`src/hdl/vlpd_pkg.sv`:
```
// vlpd_pkg: shared types and constants for the length-prefixed deframer
// used by every module of the block; no dependencies
`timescale 1ns / 1ps

package vlpd_pkg;

  localparam int POSITION_BITS_DEF = 32;

  localparam int VALUE_W  = 64;
  localparam int SLEN_W   = 32;
  localparam int BYTE_W   = 8;

  localparam logic [31:0] SLEN_RESET   = 32'hFFFF_FFFF;
  localparam logic        RECORD_RESET = 1'b1;

  // prefix codes
  localparam logic [7:0] PFX_U16 = 8'hFD;
  localparam logic [7:0] PFX_U32 = 8'hFE;

  // integer bytes still due after the prefix, minus one
  localparam logic [2:0] INT_LEFT_U16 = 3'd1;
  localparam logic [2:0] INT_LEFT_U32 = 3'd3;
  localparam logic [2:0] INT_LEFT_U64 = 3'd7;

  // register indexes (paddr[2])
  localparam logic REG_STREAM_LENGTH = 1'b0;
  localparam logic REG_RECORD_MODE   = 1'b1;

  typedef enum logic [1:0] {
    KIND_INT  = 2'd0,
    KIND_BYTE = 2'd1,
    KIND_ERR  = 2'd2
  } kind_t;

  typedef enum logic [2:0] {
    PH_PREFIX  = 3'b001,
    PH_INT     = 3'b010,
    PH_PAYLOAD = 3'b100
  } phase_t;

  typedef struct packed {
    logic [SLEN_W-1:0] stream_length;
    logic              record_mode;
  } cfg_t;

  typedef struct packed {
    kind_t              kind;
    logic [VALUE_W-1:0] value;
    logic               last;
  } res_t;

endpackage

```
`src/hdl/vlpd_cfg.sv`:
```
// vlpd_cfg: apb-style register file holding stream length and record mode
// depends on vlpd_pkg
`timescale 1ns / 1ps

module vlpd_cfg
  import vlpd_pkg::*;
(
  input  logic        clk,
  input  logic        rst_n,
  input  logic        cfg_psel,
  input  logic        cfg_penable,
  input  logic        cfg_pwrite,
  input  logic [2:0]  cfg_paddr,
  input  logic [31:0] cfg_pwdata,
  output logic [31:0] cfg_prdata,
  output logic        cfg_pready,
  output cfg_t        cfg
);

  logic [SLEN_W-1:0] slen_r, slen_nxt;
  logic              rec_r, rec_nxt;
  logic              wr_en;

  assign cfg_pready = 1'b1;
  assign wr_en = cfg_psel & cfg_penable & cfg_pwrite & cfg_pready;

  always_comb begin
    slen_nxt = slen_r;
    rec_nxt  = rec_r;
    if (wr_en) begin
      case (cfg_paddr[2])
        REG_STREAM_LENGTH: slen_nxt = cfg_pwdata;
        REG_RECORD_MODE:   rec_nxt  = cfg_pwdata[0];
        default: ;
      endcase
    end
  end

  always_ff @(posedge clk) begin
    if (!rst_n) begin
      slen_r <= SLEN_RESET;
      rec_r  <= RECORD_RESET;
    end else begin
      slen_r <= slen_nxt;
      rec_r  <= rec_nxt;
    end
  end

  always_comb begin
    case (cfg_paddr[2])
      REG_STREAM_LENGTH: cfg_prdata = slen_r;
      REG_RECORD_MODE:   cfg_prdata = {31'd0, rec_r};
      default:           cfg_prdata = 32'd0;
    endcase
  end

  assign cfg.stream_length = slen_r;
  assign cfg.record_mode   = rec_r;

endmodule

```
`src/hdl/vlpd_decode.sv`:
```
// vlpd_decode: parser state and single-pass next-state and result logic
// depends on vlpd_pkg
`timescale 1ns / 1ps

module vlpd_decode
  import vlpd_pkg::*;
#(
  parameter int POSITION_BITS = POSITION_BITS_DEF
) (
  input  logic              clk,
  input  logic              rst_n,
  input  logic              in_fire,
  input  logic [BYTE_W-1:0] in_byte,
  input  cfg_t              cfg,
  output logic              res_valid,
  output res_t              res
);

  localparam int CMP_W = (POSITION_BITS > SLEN_W) ? POSITION_BITS : SLEN_W;

  phase_t                   phase_r, phase_nxt;
  logic [2:0]               bl_r, bl_nxt;
  logic [2:0]               sh_r, sh_nxt;
  logic [VALUE_W-1:0]       acc_r, acc_nxt;
  logic [VALUE_W-1:0]       pl_r, pl_nxt;
  logic [POSITION_BITS-1:0] pos_r, pos_nxt;
  logic                     err_r, err_nxt;

  logic [CMP_W-1:0]   pos_ext, sl_ext, rem;
  logic [VALUE_W-1:0] acc_ins, fin_v;
  logic               pos_ge, pos_sat, fin;

  assign pos_ext = CMP_W'(pos_r);
  assign sl_ext  = CMP_W'(cfg.stream_length);
  assign pos_ge  = pos_ext >= sl_ext;
  assign pos_sat = &pos_r;
  // bytes left after this one; only used when position is below stream length
  assign rem     = sl_ext - pos_ext - CMP_W'(!pos_sat);
  assign acc_ins = VALUE_W'(in_byte) << {sh_r, 3'b000};

  always_comb begin
    phase_nxt = phase_r;
    bl_nxt    = bl_r;
    sh_nxt    = sh_r;
    acc_nxt   = acc_r;
    pl_nxt    = pl_r;
    pos_nxt   = pos_r;
    err_nxt   = err_r;
    res_valid = 1'b0;
    res.kind  = KIND_INT;
    res.value = '0;
    res.last  = 1'b0;
    fin       = 1'b0;
    fin_v     = '0;
    if (in_fire && !err_r) begin
      if (pos_ge) begin
        err_nxt   = 1'b1;
        phase_nxt = PH_PREFIX;
        res_valid = 1'b1;
        res.kind  = KIND_ERR;
        res.last  = 1'b1;
      end else begin
        if (!pos_sat) pos_nxt = pos_r + 1'b1;
        case (phase_r)
          PH_PAYLOAD: begin
            pl_nxt    = pl_r - 64'd1;
            res_valid = 1'b1;
            res.kind  = KIND_BYTE;
            res.value = VALUE_W'(in_byte);
            res.last  = (pl_r == 64'd1);
            if (pl_r == 64'd1) phase_nxt = PH_PREFIX;
          end
          PH_INT: begin
            if (bl_r == 3'd0) begin
              fin   = 1'b1;
              fin_v = acc_r | acc_ins;
            end else begin
              acc_nxt = acc_r | acc_ins;
              bl_nxt  = bl_r - 3'd1;
              sh_nxt  = sh_r + 3'd1;
            end
          end
          PH_PREFIX: begin
            if (in_byte < PFX_U16) begin
              fin   = 1'b1;
              fin_v = VALUE_W'(in_byte);
            end else begin
              phase_nxt = PH_INT;
              sh_nxt    = 3'd0;
              acc_nxt   = '0;
              if (in_byte == PFX_U16)      bl_nxt = INT_LEFT_U16;
              else if (in_byte == PFX_U32) bl_nxt = INT_LEFT_U32;
              else                         bl_nxt = INT_LEFT_U64;
            end
          end
          default: phase_nxt = PH_PREFIX;
        endcase

        if (fin) begin
          phase_nxt = PH_PREFIX;
          bl_nxt    = 3'd0;
          sh_nxt    = 3'd0;
          acc_nxt   = '0;
          res_valid = 1'b1;
          if (!cfg.record_mode) begin
            res.value = fin_v;
            res.last  = 1'b1;
          end else if (fin_v > VALUE_W'(rem)) begin
            err_nxt  = 1'b1;
            res.kind = KIND_ERR;
            res.last = 1'b1;
          end else if (fin_v == '0) begin
            res.last = 1'b1;
          end else begin
            pl_nxt    = fin_v;
            phase_nxt = PH_PAYLOAD;
            res.value = fin_v;
          end
        end
      end
    end
  end

  always_ff @(posedge clk) begin
    if (!rst_n) begin
      phase_r <= PH_PREFIX;
      bl_r    <= 3'd0;
      sh_r    <= 3'd0;
      acc_r   <= '0;
      pl_r    <= '0;
      pos_r   <= '0;
      err_r   <= 1'b0;
    end else begin
      phase_r <= phase_nxt;
      bl_r    <= bl_nxt;
      sh_r    <= sh_nxt;
      acc_r   <= acc_nxt;
      pl_r    <= pl_nxt;
      pos_r   <= pos_nxt;
      err_r   <= err_nxt;
    end
  end

endmodule

```
`src/hdl/vlpd_skid.sv`:
```
// vlpd_skid: output register plus skid stage between decoder and result stream
// depends on vlpd_pkg
`timescale 1ns / 1ps

module vlpd_skid
  import vlpd_pkg::*;
(
  input  logic clk,
  input  logic rst_n,
  input  logic push,
  input  res_t push_res,
  input  logic out_ready,
  output logic out_valid,
  output res_t out_res,
  output logic in_ready
);

  logic out_valid_r, out_valid_nxt;
  logic skid_valid_r, skid_valid_nxt;
  res_t out_r, out_nxt;
  res_t skid_r, skid_nxt;
  logic out_free;

  assign out_free = !out_valid_r || out_ready;

  // push only happens while the skid stage is empty
  always_comb begin
    out_valid_nxt  = out_valid_r;
    skid_valid_nxt = skid_valid_r;
    out_nxt        = out_r;
    skid_nxt       = skid_r;
    if (out_free) begin
      if (skid_valid_r) begin
        out_valid_nxt  = 1'b1;
        out_nxt        = skid_r;
        skid_valid_nxt = 1'b0;
      end else begin
        out_valid_nxt = push;
        out_nxt       = push_res;
      end
    end else if (push) begin
      skid_valid_nxt = 1'b1;
      skid_nxt       = push_res;
    end
  end

  always_ff @(posedge clk) begin
    if (!rst_n) begin
      out_valid_r  <= 1'b0;
      skid_valid_r <= 1'b0;
    end else begin
      out_valid_r  <= out_valid_nxt;
      skid_valid_r <= skid_valid_nxt;
    end
  end

  always_ff @(posedge clk) begin
    out_r  <= out_nxt;
    skid_r <= skid_nxt;
  end

  assign out_valid = out_valid_r;
  assign out_res   = out_r;
  assign in_ready  = !skid_valid_r;

endmodule

```
`src/hdl/varint_length_prefixed_deframer_core.sv`:
```
// compact varint deframer: one byte per item in, integers or payload bytes out
// each result is registered in the output register, or in the skid while that is held
// throughput: one byte per cycle while skid is empty; single-pass 64-bit length check
// a two-entry output stage keeps input ready while one result waits
// reset is synchronous active low: parser state cleared, registers to defaults
// depends on vlpd_pkg, vlpd_cfg, vlpd_decode, vlpd_skid
`timescale 1ns / 1ps

module varint_length_prefixed_deframer_core
  import vlpd_pkg::*;
#(
  parameter int POSITION_BITS = POSITION_BITS_DEF
) (
  input  logic        clk,
  input  logic        rst_n,
  input  logic        in_tvalid,
  output logic        in_tready,
  input  logic [7:0]  in_tdata,    // [7:0] data_byte
  output logic        out_tvalid,
  input  logic        out_tready,
  output logic [63:0] out_tdata,   // [63:0] value
  output logic        out_tlast,
  output logic [1:0]  out_tuser,   // [1:0] kind
  input  logic        cfg_psel,
  input  logic        cfg_penable,
  input  logic        cfg_pwrite,
  input  logic [2:0]  cfg_paddr,
  input  logic [31:0] cfg_pwdata,
  output logic [31:0] cfg_prdata,
  output logic        cfg_pready
);

  cfg_t cfg;
  res_t res, out_res;
  logic res_valid, in_fire;

  assign in_fire = in_tvalid & in_tready;

  vlpd_cfg u_cfg (
    .clk         (clk),
    .rst_n       (rst_n),
    .cfg_psel    (cfg_psel),
    .cfg_penable (cfg_penable),
    .cfg_pwrite  (cfg_pwrite),
    .cfg_paddr   (cfg_paddr),
    .cfg_pwdata  (cfg_pwdata),
    .cfg_prdata  (cfg_prdata),
    .cfg_pready  (cfg_pready),
    .cfg         (cfg)
  );

  vlpd_decode #(
    .POSITION_BITS (POSITION_BITS)
  ) u_decode (
    .clk       (clk),
    .rst_n     (rst_n),
    .in_fire   (in_fire),
    .in_byte   (in_tdata),
    .cfg       (cfg),
    .res_valid (res_valid),
    .res       (res)
  );

  vlpd_skid u_skid (
    .clk       (clk),
    .rst_n     (rst_n),
    .push      (in_fire & res_valid),
    .push_res  (res),
    .out_ready (out_tready),
    .out_valid (out_tvalid),
    .out_res   (out_res),
    .in_ready  (in_tready)
  );

  assign out_tdata = out_res.value;
  assign out_tlast = out_res.last;
  assign out_tuser = out_res.kind;

endmodule

```
`config.mk`:
```
export PLATFORM = sky130hd
export DESIGN_NAME = varint_length_prefixed_deframer_core
export DESIGN_NICKNAME = d
export VERILOG_FILES = /design/src/hdl/vlpd_pkg.sv /design/src/hdl/vlpd_cfg.sv /design/src/hdl/vlpd_decode.sv /design/src/hdl/vlpd_skid.sv /design/src/hdl/varint_length_prefixed_deframer_core.sv
export SDC_FILE = /design/constraint.sdc
export NUM_CORES = 1
export LEC_CHECK = 0
export BUFFER_PORTS_ARGS = -buffer_cell sky130_fd_sc_hd__buf_2
export CAP_MARGIN = 30
export CORE_MARGIN = 1.5
export CORE_UTILIZATION = 30
export DETAILED_ROUTE_END_ITERATION = 7
export SETUP_SLACK_MARGIN = 0.02
export SLEW_MARGIN = 20
export SYNTH_ARGS = -nofsm -noshare
export SYNTH_HDL_FRONTEND = slang
export SYNTH_SLANG_ARGS = --single-unit
```
`constraint.sdc`:
```
create_clock -name clk -period 7.5 [get_ports clk]
set_clock_uncertainty 0.15 [all_clocks]
set_input_delay 0.75 -clock clk [delete_from_list [all_inputs] [get_ports clk]]
set_output_delay 0.75 -clock clk [all_outputs]
set_load 0.02 [all_outputs]
```
==> qor.csv <==
metric,value,unit
setup_viol,0,
peakVddDrop,0.128,mV
stdcell_count,3289,
final_area,0.0226,mm²
sw_frac_of_total,0.281,
mostFrequentLayoutCell,nor2_1,
grt_pass1_wl,89400,µm
power_leakage,9.21,nW
die_h,257,µm
synth.avg_cell_area,8.51,µm²
finalSetupTns,0,ns
async_flop_share,0,
reg2reg_depth,32,
drv_slew,0,
cts_tree,built,
die_area,0.0662,mm²
endpoint,u_decode.pl_r[22]$_SDFFE_PN0P_,
initial_core_util,0.302,
io_pins,152,
hold_viol,0,
dp_slack,-0.0210,ns
clk_pin_slew,0.06,ns
yosys_warnings,0,
slew_headroom,0.338,
grt_max_degree,80,
area_growth,16.6,%
critPathLaunch,u_decode.pos_ext[10]$_SDFFE_PN0P_,
cp_max_fo,14,
ys_seq_area_frac,0.419,
drc,0,
status,"finished, final reports clean",
via_per_inst,5.27,
antenna_left,0,
critical_path_arrival,7.37,ns
antenna_found_initial,1,
r2r_end,u_decode.pl_r[22]$_SDFFE_PN0P_,
grt_overflow_total,0,
clkLatencyLatePin,0.57,ns
ys_dominant_reg_cell,dfxtp_1,
drive_above_1_share,0.134,
min_path_type,input pin to flip-flop,
nets,2587,
r2r_slack,0.42,ns
rows,93,
p_int,3.32,mW
clock_sinks,339,
grt.total_usage,0.168,
num_vias,17329,
wirelength,57500,µm
dieWidth,257,µm
pwr-share-seq,0.438,
power,4.62,mW
firstDrtPassIters,6,
max_cap_viol_count,0,
core_area,0.0641,mm²
worst_pin_slew,0.983,ns
fin_crit_sh,0.943,
period_needed,7.08,ns
slowest_stage,fa_1,
worst_slack,0.424,ns
dp_cells,3211,
start_kind,flip-flop,
finalHoldWorstSlack,0.257,ns
layout_common_cells,"nor2_1, nand2_1, dfxtp_1",
diodes,0,
fmax,0.141,GHz
drt-wirelength-per-cell,17.5,µm
cts_root_buf,clkbuf_16,
power_density,204,mW/mm²
switchingPower,1.30,mW
ys_ff_latch,339,
critPathRequiredTime,7.80,ns
crit_type,flip-flop to flip-flop,
clkPwrFrac,0.419,
cts-htree-levels,2,
io_buffer_count,148,
synthCells,2278,
initialDrtViolationCount,1117,
yosysUniqueCellTypes,79,
netlist_area,0.0194,mm²
clock_path_buffers,3,
crit_top_cell,buf_4,
pwr-share-comb,0.143,
worst_r2r_startpoint,u_decode.pos_ext[10]$_SDFFE_PN0P_,
grt_pass1_vias,16292,
max_stage_delay,0.55,ns
fin_util,0.353,
endpoint_kind,flip-flop,
synth_edf_count,134,
dp_hpwl,41700,µm
place_area,0.0212,mm²
cts_made_buffers,40,
syn_nets,2460,
routabilityCongestion,0.893,
rsz0062_at_grt,no,
-- Yosys cell counts (15+ instances only) --
cell	n	area, µm²
o31ai_1	16	120
a31oi_1	36	225
a21o_1	26	195
fa_1	17	340
o211ai_1	42	315
o311ai_0	15	131
nor2b_1	17	106
nand4_1	36	225
and3_1	18	113
nand2_1	211	792
nor2_1	299	1120
ha_1	115	1440
a21oi_1	173	866
dfxtp_1	205	4100
nor3_1	74	370
o21ai_0	140	701
edfxtp_1	134	4020
nor4_1	36	225
nand3_1	66	330
a211oi_1	15	113
nand2b_1	15	93.8
xnor2_1	32	280
clkbuf_1	110	413
xor2_1	21	184
inv_1	171	642
or3_1	22	138
-- logic make-up (layout without fill, tap and decap cells) --
group                    Yosys count  in the layout  synth area share
other                              1              1          0.000193
AO/OA/AOI/OAI                    568            568             0.185
AND/OR/NAND/NOR                  870            870             0.212
buffers and inverters            308            464            0.0639
XOR/XNOR                          53             53            0.0239
multiplexers                       7              7           0.00368
adder cells (fa/ha/maj)          132            132            0.0918
flip-flops                       339            339             0.419
-- what timing repair did --
item                                    CTS  global route
resized for setup                         2            12
buffers inserted                          0             3
pin swaps                                 0             5
endpoints found under the setup margin    4           198
hold buffers                              0             0
-- cell type report --
class	instances	area (µm²)
clock buffers	53	1090
well taps	855	1070
fillers	6636	41500
clock inverters	18	188
multi-input cells	1631	10100
repair buffers	221	1350
flip-flops and latches	339	8130
inverters	172	646
-- worst max-delay path, delay by kind of cell, from the launching register on --
| family | cells | cell delay (ns) |
|---|---|---|
| simple gates | 16 | 3.02 |
| fa+ha+maj | 4 | 1.40 |
| buf+inv | 5 | 0.96 |
| compound gates | 6 | 0.93 |
| flops | 1 | 0.34 |
| xor+xnor | 1 | 0.18 |
-- power groups by stage --
stage | logic (mW) | registers (mW) | clock network, mW
after floorplan | 0.410 | 2.09 | 0
after global placement | 0.638 | 2.06 | 0
after detailed placement | 0.655 | 2.06 | 0
after CTS | 0.658 | 2.02 | 1.99
after global routing | 0.720 | 2.03 | 2.05
final | 0.660 | 2.02 | 1.94
-- sequential cells by signal, indices dropped and copies added (netlist names) --
name	cells
u_cfg.slen_r	32
u_decode.err_r	1
u_decode.pos_ext	32
u_cfg.rec_r	1
u_skid.skid_r	67
u_skid.out_valid	1
u_decode.sh_r	3
u_decode.acc_r	64
u_decode.bl_r	3
u_decode.phase_r	3
u_skid.skid_valid_r	1
u_decode.pl_r	64
u_skid.out_res	67
-- how the worst min path moves through the flow --
stage                                  start                       endpoint  cells after the start
4_1_cts                       cfg_pwdata[26]  u_cfg.slen_r[26]$_SDFFE_PN1P_                      3
3_5_place_dp   u_decode.bl_r[1]$_SDFFE_PN0P_  u_decode.bl_r[1]$_SDFFE_PN0P_                      2
5_1_grt                       cfg_pwdata[15]  u_cfg.slen_r[15]$_SDFFE_PN1P_                      3
3_3_place_gp   u_decode.bl_r[1]$_SDFFE_PN0P_  u_decode.bl_r[1]$_SDFFE_PN0P_                      2
6_report                      cfg_pwdata[26]  u_cfg.slen_r[26]$_SDFFE_PN1P_                      3
2_1_floorplan  u_decode.bl_r[1]$_SDFFE_PN0P_  u_decode.bl_r[1]$_SDFFE_PN0P_                      2
-- routing by layer --
metal | share of wire | global-route usage
met2 | 0.47 | 0.280
met1 | 0.44 | 0.220
met5 | 0 | 0
met4 | 0.029 | 0.0605
met3 | 0.059 | 0.0245
(Power assumes the default switching activity.)
